==> config.mk <==
export PLATFORM = sky130hd
export DESIGN_NAME = event_clip_capture_trigger
export DESIGN_NICKNAME = d
export VERILOG_FILES = /design/src/hdl/eccap_pkg.sv /design/src/hdl/eccap_cell.sv /design/src/hdl/eccap_ctrl.sv /design/src/hdl/event_clip_capture_trigger.sv
export SDC_FILE = /design/constraint.sdc
export NUM_CORES = 1
export LEC_CHECK = 0
export BUFFER_PORTS_ARGS = -buffer_cell sky130_fd_sc_hd__buf_2
export CAP_MARGIN = 20
export CORE_AREA = 2 2 312 314
export CTS_BUF_LIST = sky130_fd_sc_hd__clkbuf_8
export CTS_CLUSTER_SIZE = 12
export DETAILED_ROUTE_END_ITERATION = 8
export DIE_AREA = 0 0 314 316
export PLACE_DENSITY = 0.54
export RECOVER_POWER = 50
export REMOVE_ABC_BUFFERS = 1
export SYNTH_ARGS = -nofsm -noshare
export SYNTH_HDL_FRONTEND = slang
export SYNTH_SLANG_ARGS = --single-unit
==> constraint.sdc <==
create_clock -name clock -period 31.7 [get_ports clock]
set_input_delay 1.585 -clock clock [delete_from_list [all_inputs] [get_ports clock]]
set_output_delay 1.585 -clock clock [all_outputs]
set_load 0.02 [all_outputs]
==> src/hdl/eccap_pkg.sv <==
// eccap_pkg: shared types and constants for the event clip capture trigger.
// Used by eccap_cell, eccap_ctrl and event_clip_capture_trigger; no dependencies.

package eccap_pkg;

   localparam int TAG_WIDTH     = 16;
   localparam int SCORE_WIDTH   = 32;
   localparam int THRESH_WIDTH  = 32;
   localparam int CTX_WIDTH     = 7;
   localparam int CSR_IDX_WIDTH = 4;
   localparam int CONTEXT_DEPTH_DEFAULT = 64;

   localparam logic [THRESH_WIDTH-1:0] THRESHOLD_RESET = 32'd10000000;
   localparam logic [CTX_WIDTH-1:0]    CTX_FRAMES_RESET = 7'd64;

   // register indexes of the configuration port
   localparam logic [CSR_IDX_WIDTH-1:0] CSR_THRESHOLD  = 4'd0;
   localparam logic [CSR_IDX_WIDTH-1:0] CSR_CTX_FRAMES = 4'd1;

   typedef struct packed {
      logic [TAG_WIDTH-1:0]   frame_tag;
      logic [SCORE_WIDTH-1:0] surprise_score;
   } req_type;

   typedef struct packed {
      logic [TAG_WIDTH-1:0] save_tag;
      logic                 event_mark;
      logic                 close_clip;
      logic                 last;
   } rsp_type;

   // contents of one cell of the context chain
   typedef struct packed {
      logic [TAG_WIDTH-1:0] tag;
      logic                 mark;
   } cell_data_type;

   // chain control from the sequencer
   typedef struct packed {
      logic shift;   // every cell takes its neighbour's entry
      logic rotate;  // cell 0 takes the tail entry instead of the new frame
   } chain_ctl_type;

endpackage

==> src/hdl/eccap_cell.sv <==
// eccap_cell: one stage of the context chain, holding one frame tag and its mark.
// Depends on eccap_pkg.

module eccap_cell (
   input  logic                   clock,
   input  logic                   shift,
   input  eccap_pkg::cell_data_type data_in,
   output eccap_pkg::cell_data_type data_out
);
   import eccap_pkg::*;

   cell_data_type data_ff;

   always_ff @(posedge clock) begin
      if (shift) begin
         data_ff <= data_in;
      end
   end

   assign data_out = data_ff;

endmodule

==> src/hdl/eccap_ctrl.sv <==
// eccap_ctrl: request sequencer, fill and countdown tracking, result register.
// Depends on eccap_pkg; drives the shift/rotate control of the cell chain.

module eccap_ctrl #(
   parameter int CONTEXT_DEPTH = eccap_pkg::CONTEXT_DEPTH_DEFAULT,
   parameter int FILL_W        = $clog2(CONTEXT_DEPTH + 1)
) (
   input  logic                                 clock,
   input  logic                                 reset,
   input  logic                                 req_valid,
   output logic                                 req_stall,
   input  eccap_pkg::req_type                   req_data,
   output logic                                 rsp_valid,
   input  logic                                 rsp_stall,
   output eccap_pkg::rsp_type                   rsp_data,
   input  logic [eccap_pkg::THRESH_WIDTH-1:0]   threshold,
   input  logic [FILL_W-1:0]                    ctx_len,
   input  eccap_pkg::cell_data_type             tail,
   output eccap_pkg::cell_data_type             new_cell,
   output eccap_pkg::chain_ctl_type             chain_ctl
);
   import eccap_pkg::*;

   localparam int STEP_W = $clog2(CONTEXT_DEPTH);

   typedef enum logic [3:0] {
      ST_IDLE  = 4'b0001,
      ST_EMIT  = 4'b0010,
      ST_CLOSE = 4'b0100,
      ST_DUMP  = 4'b1000
   } state_type;

   state_type           state_ff, state_in;
   logic [FILL_W-1:0]   fill_ff, fill_in;
   logic [FILL_W-1:0]   countdown_ff, countdown_in;
   logic [STEP_W-1:0]   step_ff, step_in;
   rsp_type             cur_ff, cur_in;
   logic                close_pend_ff, close_pend_in;
   logic                rsp_valid_ff, rsp_valid_in;
   rsp_type             rsp_data_ff;
   rsp_type             load_data;
   logic                load;
   logic                accept;
   logic                mark;
   logic                slot_free;
   logic                step_last;
   logic                dump_emit;

   assign mark      = (req_data.surprise_score >= threshold);
   assign req_stall = (state_ff != ST_IDLE);
   assign accept    = req_valid && !req_stall;
   assign slot_free = !rsp_valid_ff || !rsp_stall;
   assign step_last = (step_ff == STEP_W'(CONTEXT_DEPTH - 1));
   // the oldest held entry reaches the tail after DEPTH - fill rotations
   assign dump_emit = ((FILL_W + 1)'(step_ff) + (FILL_W + 1)'(fill_ff))
                      >= (FILL_W + 1)'(CONTEXT_DEPTH);

   assign new_cell.tag  = req_data.frame_tag;
   assign new_cell.mark = mark;

   always_comb begin
      state_in         = state_ff;
      fill_in          = fill_ff;
      countdown_in     = countdown_ff;
      step_in          = step_ff;
      cur_in           = cur_ff;
      close_pend_in    = close_pend_ff;
      load             = 1'b0;
      load_data        = '0;
      chain_ctl.shift  = 1'b0;
      chain_ctl.rotate = 1'b0;
      case (state_ff)
         ST_IDLE: begin
            if (accept) begin
               chain_ctl.shift = 1'b1;
               if (fill_ff < ctx_len) begin
                  fill_in = fill_ff + 1'b1;
               end
               cur_in.save_tag   = req_data.frame_tag;
               cur_in.event_mark = mark;
               cur_in.close_clip = 1'b0;
               cur_in.last       = 1'b1;
               close_pend_in     = 1'b0;
               if (mark) begin
                  countdown_in = ctx_len;
                  if (countdown_ff == '0) begin
                     state_in = ST_DUMP;
                     step_in  = '0;
                  end else begin
                     state_in = ST_EMIT;
                  end
               end else if (countdown_ff != '0) begin
                  countdown_in = countdown_ff - 1'b1;
                  state_in     = ST_EMIT;
                  if (countdown_ff == FILL_W'(1)) begin
                     cur_in.last   = 1'b0;
                     close_pend_in = 1'b1;
                  end
               end
            end
         end
         ST_EMIT: begin
            if (slot_free) begin
               load      = 1'b1;
               load_data = cur_ff;
               state_in  = close_pend_ff ? ST_CLOSE : ST_IDLE;
            end
         end
         ST_CLOSE: begin
            if (slot_free) begin
               load                 = 1'b1;
               load_data.close_clip = 1'b1;
               load_data.last       = 1'b1;
               state_in             = ST_IDLE;
            end
         end
         ST_DUMP: begin
            if (slot_free) begin
               chain_ctl.shift  = 1'b1;
               chain_ctl.rotate = 1'b1;
               if (dump_emit) begin
                  load                 = 1'b1;
                  load_data.save_tag   = tail.tag;
                  load_data.event_mark = tail.mark;
                  load_data.last       = step_last;
               end
               if (step_last) begin
                  state_in = ST_IDLE;
               end else begin
                  step_in = step_ff + 1'b1;
               end
            end
         end
         default: begin
            state_in = ST_IDLE;
         end
      endcase
   end

   assign rsp_valid_in = load || (rsp_valid_ff && rsp_stall);

   always_ff @(posedge clock) begin
      if (reset) begin
         state_ff      <= ST_IDLE;
         fill_ff       <= '0;
         countdown_ff  <= '0;
         step_ff       <= '0;
         close_pend_ff <= 1'b0;
         rsp_valid_ff  <= 1'b0;
      end else begin
         state_ff      <= state_in;
         fill_ff       <= fill_in;
         countdown_ff  <= countdown_in;
         step_ff       <= step_in;
         close_pend_ff <= close_pend_in;
         rsp_valid_ff  <= rsp_valid_in;
      end
   end

   always_ff @(posedge clock) begin
      cur_ff <= cur_in;
      if (load) begin
         rsp_data_ff <= load_data;
      end
   end

   assign rsp_valid = rsp_valid_ff;
   assign rsp_data  = rsp_data_ff;

`ifndef SYNTHESIS
   a_fill_bound : assert property (@(posedge clock) disable iff (reset)
      fill_ff <= FILL_W'(CONTEXT_DEPTH) && countdown_ff <= FILL_W'(CONTEXT_DEPTH))
      else $error("fill or countdown beyond context depth");

   a_dump_start : assert property (@(posedge clock) disable iff (reset)
      (accept && mark && countdown_ff == '0) |=> (state_ff == ST_DUMP && step_ff == '0))
      else $error("event with no open clip did not start a ring dump");

   a_close_empty : assert property (@(posedge clock) disable iff (reset)
      (rsp_valid_ff && rsp_data_ff.close_clip) |->
         (rsp_data_ff.save_tag == '0 && !rsp_data_ff.event_mark && rsp_data_ff.last))
      else $error("close marker carries frame data");

   a_dump_last : assert property (@(posedge clock) disable iff (reset)
      (state_ff == ST_DUMP && slot_free && step_last) |=> (rsp_valid_ff && rsp_data_ff.last))
      else $error("ring dump ended without a final result");
`endif

endmodule

==> src/hdl/event_clip_capture_trigger.sv <==
// event_clip_capture_trigger: top level, configuration registers and context chain.
// Depends on eccap_pkg, eccap_cell and eccap_ctrl.
//
//   channel | ports                                | direction
//   --------+--------------------------------------+-----------
//   req     | req_valid, req_stall, req_data       | in
//   rsp     | rsp_valid, rsp_stall, rsp_data       | out
//   csr     | csr_valid, csr_ready, csr_index/data | in
//
// One request at a time; req_stall is high from acceptance until its results are
// registered. A single result is registered from the EMIT state, a closing pair from
// EMIT and then CLOSE; rsp_stall can hold either.
// An event with no open clip rotates the whole chain once, one step per cell,
// emitting the held frames oldest first. rsp_stall holds the rotation.
// Reset clears the fill and countdown; the chain itself needs no clearing.

module event_clip_capture_trigger #(
   parameter int CONTEXT_DEPTH = eccap_pkg::CONTEXT_DEPTH_DEFAULT
) (
   input  logic                                  clock,
   input  logic                                  reset,
   input  logic                                  req_valid,
   output logic                                  req_stall,
   input  eccap_pkg::req_type                    req_data,
   output logic                                  rsp_valid,
   input  logic                                  rsp_stall,
   output eccap_pkg::rsp_type                    rsp_data,
   input  logic                                  csr_valid,
   output logic                                  csr_ready,
   input  logic [eccap_pkg::CSR_IDX_WIDTH-1:0]   csr_index,
   input  logic [eccap_pkg::THRESH_WIDTH-1:0]    csr_data
);
   import eccap_pkg::*;

   localparam int FILL_W = $clog2(CONTEXT_DEPTH + 1);

   logic [THRESH_WIDTH-1:0] threshold_ff;
   logic [CTX_WIDTH-1:0]    ctx_frames_ff;
   logic [31:0]             ctx32;
   logic [31:0]             len32;
   logic [FILL_W-1:0]       ctx_len;
   cell_data_type           chain [CONTEXT_DEPTH];
   cell_data_type           new_cell;
   cell_data_type           head_in;
   chain_ctl_type           chain_ctl;

   assign csr_ready = 1'b1;

   always_ff @(posedge clock) begin
      if (reset) begin
         threshold_ff  <= THRESHOLD_RESET;
         ctx_frames_ff <= CTX_FRAMES_RESET;
      end else if (csr_valid) begin
         case (csr_index)
            CSR_THRESHOLD:  threshold_ff  <= csr_data;
            CSR_CTX_FRAMES: ctx_frames_ff <= csr_data[CTX_WIDTH-1:0];
            default: ;
         endcase
      end
   end

   // context length clamped to 1..CONTEXT_DEPTH
   assign ctx32 = 32'(ctx_frames_ff);
   always_comb begin
      if (ctx32 == 32'd0) begin
         len32 = 32'd1;
      end else if (ctx32 > 32'(CONTEXT_DEPTH)) begin
         len32 = 32'(CONTEXT_DEPTH);
      end else begin
         len32 = ctx32;
      end
   end
   assign ctx_len = len32[FILL_W-1:0];

   // cell 0 holds the newest frame; the tail wraps round to cell 0 during a dump
   assign head_in = chain_ctl.rotate ? chain[CONTEXT_DEPTH-1] : new_cell;

   for (genvar k = 0; k < CONTEXT_DEPTH; k++) begin : g_cell
      if (k == 0) begin : g_head
         eccap_cell u_cell (
            .clock    (clock),
            .shift    (chain_ctl.shift),
            .data_in  (head_in),
            .data_out (chain[k])
         );
      end else begin : g_body
         eccap_cell u_cell (
            .clock    (clock),
            .shift    (chain_ctl.shift),
            .data_in  (chain[k-1]),
            .data_out (chain[k])
         );
      end
   end

   eccap_ctrl #(
      .CONTEXT_DEPTH (CONTEXT_DEPTH),
      .FILL_W        (FILL_W)
   ) u_ctrl (
      .clock     (clock),
      .reset     (reset),
      .req_valid (req_valid),
      .req_stall (req_stall),
      .req_data  (req_data),
      .rsp_valid (rsp_valid),
      .rsp_stall (rsp_stall),
      .rsp_data  (rsp_data),
      .threshold (threshold_ff),
      .ctx_len   (ctx_len),
      .tail      (chain[CONTEXT_DEPTH-1]),
      .new_cell  (new_cell),
      .chain_ctl (chain_ctl)
   );

endmodule

==> summary.txt, run 1 <==
Setup path
  • CP Depth: 9
  • Max incr delay on CP: 970 ps
  • Worst-case reg-to-reg path depth: 8
  • RR Endpoint: g_cell[59].g_body.u_cell.data_out[13]
  • R2r setup slk: 25,160 ps
  • Worst EP arrival: 7450 ps
  • CP Cell Sequence: clkbuf_1, and2_0, or3_1, clkbuf_1, nand2_4, buf_12, buf_12, buf_4, buf_4
  • CP startpoint: rsp_stall
  • CP Class: in -> reg
  • CP Capture Type: register
  • Critical R2R Launch: u_ctrl.state_ff[3]
  • CP Buf/Inv Count: 6
  • Startpoint Class: input port
  • Maximum fanout along the worst path: 211
  • Slowest CP cell: nand2_4
  • CP top delay family: buffers and inverters
  • CP endpoint: g_cell[59].g_body.u_cell.data_out[13]
  • Req. time, crit path: 32,110 ps

Run
  • Max Cap Violations: 2

Timing
  • Hold Slack: 389 ps
  • Fin. Hold Viols: 0
  • Min Tclk post-route: 7040 ps
  • Final Worst Setup Slack: 24,660 ps
  • Slew Limit Fails: 77
  • Worst Skew: 32.5 ps
  • Final cycle utilization of the critical path: 22.2%
  • Slew @ Worst Pin: 2630 ps
  • Setup-failing EPs final: 0
  • F_max: 0.142 GHz
  • Normalized max-slew margin: -75.5%
  • Unrepaired setup endpoints after global routing: false
  • Setup TNS: 0 ps

Detailed routing
  • Via density: 4.57
  • DR iter-0 viols: 1,379
  • ANT nets after route: 0
  • Vias: 15,500
  • DRC Markers: 0
  • Drt total wl: 55,500 um
  • Drt first pass iters: 5
  • DR WL/cell: 16.3 um

Floorplanning
  • Die height: 316 um
  • Die area: 99,200 um^2
  • I/O Pins: 111
  • Core area: 96,000 um^2
  • Initial Util: 39.7%
  • Die Span X: 314 um
  • FP Rows: 114

Clocking
  • Clk sink count: 1,190
  • Clock slew at reported path FFs: 60 ps
  • Buffer levels on the longest clock path: 3
  • Post-CTS Hold Buffers: 0
  • Root Driver: clkbuf_8
  • Clock Latency Late Sink: 810 ps
  • CTS tree: done
  • Post-CTS Setup Inserts: 0
  • CTS Buf Count: 186
  • Post-CTS resize count: 0
  • H-tree depth: 4

Finish
  • Fin area: 43,700 um^2
  • Layout cell share with drive strength beyond 1: 16.4%
  • Nets@finish: 2,117
  • Final core utilization: 45.5%
  • Layout Cells excl Fill: 3,397
  • Area grow syn2layout: 14.6%
  • Fill cells: 8,090

Synth
  • Synthesized area: 38,100 um^2
  • Main flop type after synthesis: edfxtp_1
  • Post-synth EDFFs: 1,125
  • Cell variety after synth: 60
  • Synthesized flop and latch total: 1,190
  • YS warnings: 0
  • Post-Syn Instances: 1,695
  • Avg Cell Area, Syn: 22.5 um^2
  • Register area share after synthesis: 92.1%
  • Synth async-reset ratio: 0%

Placed design
  • Pre-CTS WS: 24,270 ps
  • Placed Instances: 3,065
  • Cell Area, Placed: 40,300 um^2
  • GPL Wtd Cong: 0.762
  • PortBufs: 109
  • Hpwl dp: 28,100 um

Outcome
  • Failing checks: capacitance limit, slew limit
  • Status: finished with violations

Hold path
  • WHS Path Cells: 0
  • Hold crit path type: reg -> reg

Global routing
  • Vias in the first global route: 15,700
  • GR Overflow Total: 0
  • First-pass GRT wire length: 87,200 um
  • Largest net degree at the start of global routing: 212
  • Initial antenna violation count: 7
  • Total Routing Usage GR: 11.3%

Pwr
  • Cell area power density: 87.1 nW/um^2
  • Peak supply drop: 0.0552 mV
  • Total power: 3.80 mW
  • Leak: 14.9 nW
worst min path at each step:
| stage | from | end | slack (ps) |
|---|---|---|---|
| 2_1_floorplan | g_cell[9].g_body.u_cell.data_out[0] | g_cell[10].g_body.u_cell.data_out[0] | 400 |
| 3_3_place_gp | g_cell[13].g_body.u_cell.data_out[10] | g_cell[14].g_body.u_cell.data_out[10] | 400 |
| 3_5_place_dp | g_cell[10].g_body.u_cell.data_out[10] | g_cell[11].g_body.u_cell.data_out[10] | 400 |
| 4_1_cts | g_cell[49].g_body.u_cell.data_out[13] | g_cell[50].g_body.u_cell.data_out[13] | 380 |
| 5_1_grt | g_cell[14].g_body.u_cell.data_out[15] | g_cell[15].g_body.u_cell.data_out[15] | 390 |
| 6_report | g_cell[31].g_body.u_cell.data_out[6] | g_cell[32].g_body.u_cell.data_out[6] | 390 |
where the power goes:
part	total, mW	switching (mW)	leakage [nW]	internal, mW
clock	1.15	0.574	1.89	0.580
sequential	2.42	0.116	11.3	2.30
combinational	0.234	0.201	1.76	0.0326
total	3.80	0.891	14.9	2.91
logic make-up (layout without fill, tap and decap cells):
family | count (synthesis) | after routing | share of synthesized area, %
multiplexers | 10 | 10 | 0.263
other | 1 | 3 | 0.00984
buffers and inverters | 72 | 496 | 0.749
XOR/XNOR | 7 | 7 | 0.161
AO/OA/AOI/OAI | 129 | 129 | 2.34
AND/OR/NAND/NOR | 237 | 237 | 2.78
adder cells (fa/ha/maj) | 49 | 49 | 1.63
flip-flops | 1190 | 1190 | 92.1
registers in the layout (all words and copies together) (netlist names):
| register | flops |
|---|---|
| g_cell.g_body.u_cell.data_out | 1071 |
| threshold_ff | 32 |
| u_ctrl.rsp_data | 19 |
| u_ctrl.cur_ff | 18 |
| g_cell.g_head.u_cell.data_out | 17 |
| ctx_frames_ff | 7 |
| u_ctrl.countdown_ff | 7 |
| u_ctrl.fill_ff | 7 |
| u_ctrl.step_ff | 6 |
| u_ctrl.state_ff | 4 |
| u_ctrl.close_pend_ff | 1 |
| u_ctrl.rsp_valid | 1 |
cell usage in the layout (no fill, tap or decap), drive strengths merged, types with 8 or more instances in the layout:
cell type and n:
edfxtp 1125, clkbuf 207, nand2 137, buf 106, inv 93, clkinv 83
dfxtp 65, ha 48, a21oi 44, nor2 35, o21ai 23, a32o 17
nor3 17, o211ai 11, mux2i 10, nand3 8, a31oi 8
per-layer routing:
metal / up-vias / track usage [%] / wire, um
met4: 0 / 5.43 / 1490
met1: 7832 / 16.7 / 27500
met3: 129 / 3.27 / 2710
met2: 338 / 15.4 / 23800
li1: 7233 / - / -
met5: - / 0 / 0
layout make-up:
class                           instances  area, um^2  area share (%)
Sequential cell                      1190       35100            80.4
Multi-Input combinational cell        433        2760            6.33
Clock buffer                          188        2590            5.93
Tap cell                             1276        1600            3.66
Clock inverter                        140         756            1.73
Timing Repair Buffer                  125         704            1.61
Inverter                               43         161           0.370
Antenna cell                            2        5.00          0.0115
worst register-to-register path: stages, from the launching register on:
cell and delay [ps]:
dfxtp_1 530, nand2_1 210, or3_1 350, clkbuf_1 570, nand2_4 980, buf_12 790
buf_12 870, buf_4 850, buf_4 960
synthesized netlist by cell type (4+ instances only):
library cell	count	share of area [%]
o21ai_0	10	0.13
inv_1	42	0.41
o211ai_1	11	0.22
a31oi_1	8	0.13
or3_1	7	0.11
nor2b_1	4	0.066
nor3_1	16	0.21
dfxtp_1	65	3.4
nand3_1	8	0.11
a21oi_1	44	0.58
ha_1	48	1.6
edfxtp_1	1125	89
nand4_1	6	0.099
a32o_1	17	0.45
clkbuf_1	21	0.21
o21ai_1	12	0.16
nor2_1	34	0.33
mux2i_1	10	0.26
and3_1	7	0.11
xor2_1	5	0.11
nand2_1	137	1.3
(Power assumes the default switching activity.)
==> run 2: changes to the inputs <==
ABC_AREA = 1   (was default)
CORE_AREA = 2 2 313 315   (was 2 2 312 314)
DIE_AREA = 0 0 315 317   (was 0 0 314 316)
PLACE_DENSITY = 0.56   (was 0.54)
clock period = 5.7 ns   (was 31.7 ns; I/O delays follow)
==> run 2 against run 1 <==
Sequential power grew to 6.2 times the previous value. Synthesized area is 0.60% higher. Final area is 1.8% higher. The run still ends with capacitance limit, slew limit left. Highest routed layer is now met5. Count of clock-buffer cells in the layout is 4 lower.
==> summary.txt, run 2 <==
Outcome
  • Status: finished with violations
  • Failing checks: capacitance limit, slew limit

Floorplanning
  • Die Span X: 315 um (+0.32%)
  • Core area: 96,300 um^2 (+0.30%)
  • Die area: 99,900 um^2 (+0.64%)
  • I/O Pins: 111 (unchanged)
  • Initial Util: 39.8% (+0.12 points)
  • FP Rows: 114 (unchanged)
  • Die height: 317 um (+0.32%)

Global routing
  • Met3 Use GR: 4.12% (+0.85 points)
  • First-pass GRT wire length: 89,500 um (+2.7%)
  • Largest net degree at the start of global routing: 189 (-11%)
  • Top Usage Layer GRT: met1
  • GR Overflow Total: 0 (unchanged)
  • Total Routing Usage GR: 11.6% (+0.24 points)
  • Grt met2 use: 15.4% (about the same)
  • GR met1 Demand/Resource: 16.6% (-0.13 points)
  • Initial antenna violation count: 11 (+4)
  • Vias in the first global route: 16,200 (+3.5%)

Setup path
  • CP startpoint: u_ctrl.state_ff[2]
  • Maximum fanout along the worst path: 188 (-11%)
  • CP Capture Type: register
  • Startpoint Class: register
  • Critical R2R Launch: u_ctrl.state_ff[2]
  • Slowest CP cell: buf_12
  • CP top delay family: buffers and inverters
  • Req. time, crit path: 6110 ps (-26,000 ps)
  • Max incr delay on CP: 650 ps (-320 ps)
  • R2r setup slk: 2090 ps (-23,070 ps)
  • CP Buf/Inv Count: 4 (-2)
  • CP Class: reg -> reg
  • Worst EP arrival: 4020 ps (-3430 ps)
  • CP Cell Sequence: nor2_1, clkinv_1, nor3_1, clkinv_1, nor2_8, inv_1, o21ai_4, buf_12
  • Most frequent CP cell: clkinv_1

Clocking
  • CTS Buf Count: 181 (-2.7%)
  • Clock Latency Late Sink: 800 ps (about the same)
  • H-tree depth: 4 (unchanged)
  • CTS tree: done
  • Root Driver: clkbuf_8
  • Buffer levels on the longest clock path: 3 (unchanged)
  • Clock slew at reported path FFs: 60 ps (about the same)
  • Post-CTS Hold Buffers: 72 (+72)
  • Clk sink count: 1,190 (unchanged)
  • Post-CTS Setup Inserts: 0 (unchanged)
  • Post-CTS resize count: 0 (unchanged)

Synth
  • Mux cell area share after synthesis: 0.470% (+0.21 points)
  • Synthesized flop and latch total: 1,190 (unchanged)
  • Synthesized area: 38,300 um^2 (+0.60%)
  • Synth top area share: 88.1% (-0.53 points)
  • Cell variety after synth: 43 (-28%)
  • Simple-gate share of the synthesized area: 3.18% (+0.40 points)
  • Post-synth EDFFs: 1,125 (unchanged)
  • Synth async-reset ratio: 0% (unchanged)
  • Post-Syn Instances: 1,769 (+4.4%)
  • Top post-synthesis cells by area: edfxtp_1 (88%), dfxtp_1 (3.4%), ha_1 (1.6%)
  • Synth Area in XOR/XNOR: 0.251% (+0.090 points)
  • Adder-cell area share of the yosys netlist: 1.62% (-0.0097 points)
  • Combinational family with the most area after synthesis: simple AND/OR/NAND/NOR gates
  • Main flop type after synthesis: edfxtp_1
  • Largest area contributor in the netlist: edfxtp_1
  • Most frequent cell after synthesis: edfxtp_1
  • Avg Cell Area, Syn: 21.7 um^2 (-3.6%)
  • Synth cell count leaders: edfxtp_1 (1,125), nand2_1 (131), a21oi_1 (75)
  • Compound-gate portion of the synthesized area: 1.88% (-0.45 points)
  • Register area share after synthesis: 91.5% (-0.55 points)
  • YS warnings: 0 (unchanged)

Pwr
  • Leak: 15.3 nW (+2.5%)
  • Net Sw Frac: 25.0% (+1.6 points)
  • Sequential power share: 64.3% (+0.8 points)
  • P_int: 17.7 mW (+510%)
  • Net Sw Power: 5.88 mW (+560%)
  • Comb pwr share: 9.1% (+3.0 points)
  • Peak supply drop: 0.378 mV (+590%)
  • Clock power frac: 26.6% (-3.7 points)
  • Cell area power density: 530 nW/um^2 (+510%)

Timing
  • Unrepaired setup endpoints after global routing: false
  • Final cycle utilization of the critical path: 63.3%
  • Setup-failing EPs final: 0 (unchanged)
  • Setup TNS: 0 ps (unchanged)
  • Worst Skew: 29.2 ps (-3.37 ps)
  • Min Tclk post-route: 3610 ps
  • Slew Limit Fails: 19 (-75%)
  • Normalized max-slew margin: -10.2% (+65 points)
  • Slew @ Worst Pin: 1640 ps (-992 ps)
  • F_max: 0.277 GHz
  • Fin. Hold Viols: 0 (unchanged)

Detailed routing
  • Vias: 16,100 (+3.8%)
  • DR WL/cell: 16.2 um (-1.1%)
  • Drt first pass iters: 7 (+2)
  • Via density: 4.56 (-0.38%)
  • DR iter-0 viols: 1,428 (+3.6%)
  • ANT nets after route: 0 (unchanged)
  • DRC Markers: 0 (unchanged)
  • Drt total wl: 57,300 um (+3.1%)

Finish
  • Area grow syn2layout: 15.9%
  • Commonest cells after routing, fill and taps aside: edfxtp_1 (1,125), clkbuf_8 (184), inv_1 (142)
  • Max FFs per register: 1,071 (unchanged)
  • Final core utilization: 46.1% (+0.67 points)
  • Layout cell share with drive strength beyond 1: 14.0% (-2.4 points)
  • Nets@finish: 2,259 (+6.7%)
  • Commonest non-fill, non-tap cell in the layout: edfxtp_1

Hold path
  • Min-delay src: req_valid
  • Hold crit path type: in -> reg

Placed design
  • GPL Wtd Cong: 0.786 (+3.1%)
  • Hpwl dp: 29,300 um (+4.3%)
  • PortBufs: 109 (unchanged)

Run
  • Max Cap Violations: 1 (-1)
-- run 2: cell count changes in the layout (fill, tap and decap cells not counted), moves of 14 or more --
cell / change
dlygate4sd3_1: +72
a32o_1: -17
clkinv_2: -14
clkbuf_1: +19
nand3_1: +54
o21ai_0: +37
a21oi_1: +33
buf_2: -21
inv_1: +53
-- run 2: metal layers --
metal	part of all wire, %	up-vias
met4	3.6	14
met3	6.2	154
li1	-	7519
met1	48	8073
met2	42	365
met5	0.15	-
-- run 2: kinds of logic (layout without fill, tap and decap cells) --
group / Yosys count / after routing
AOI/OAI and AO/OA: 134 / 134
xor gates and xnor gates: 11 / 11
adders and majority gates: 49 / 49
buffers and inverters: 102 / 595
DFF: 1190 / 1190
muxes: 16 / 16
other: 1 / 3
and+or+nand+nor: 266 / 266
-- run 2: final cells by class --
class,instances,area (um^2)
Antenna cell,2,5.00
Clock buffer,184,2530
Clock inverter,140,722
Fill cell,8090,51800
Inverter,79,298
Multi-Input combinational cell,477,2800
Sequential cell,1190,35100
Tap cell,1276,1600
Timing Repair Buffer,192,1390
-- run 2: tightest hold or removal path, cell delays in order --
cell     delay [ps]
buf_2           130
inv_1           160
nor2_8          140
nand2_1          80
a21oi_1          50
-- run 2: path summary, 6_finish.rpt --
path	endpoint	cells past startpoint
worst max register to register	g_cell[61].g_body.u_cell.data_out[10]	8
worst min register to register	g_cell[11].g_body.u_cell.data_out[2]	0
worst min-delay path	u_ctrl.state_ff[1]	5
worst max-delay path	g_cell[61].g_body.u_cell.data_out[10]	8
-- run 2: metrics by stage --
| step | instance area (um^2) | instances | hold WS (ps) | setup slack (ps) | total power, mW |
|---|---|---|---|---|---|
| 6_report | 44400 | 3540 | 106 | 2090 | 23.5 |
| 2_1_floorplan | 38200 | 1746 | 354 | -75050 | 12.5 |
| 5_1_grt | 44400 | 3540 | 33.8 | 1700 | 24.8 |
| 3_5_place_dp | 40600 | 3141 | 405 | 2120 | 17.5 |
| 4_1_cts | 44500 | 3537 | 24.5 | 2290 | 24.0 |
| 3_3_place_gp | 40500 | 3140 | 400 | 2170 | 17.4 |
-- run 2: power groups by stage --
| stage | combinational, mW | sequential [mW] | clock, mW |
|---|---|---|---|
| 2_1_floorplan | 0.580 | 11.9 | 0 |
| 3_3_place_gp | 2.10 | 15.3 | 0 |
| 3_5_place_dp | 2.21 | 15.3 | 0 |
| 4_1_cts | 2.23 | 15.2 | 6.55 |
| 5_1_grt | 2.41 | 15.5 | 6.95 |
| 6_report | 2.14 | 15.1 | 6.27 |
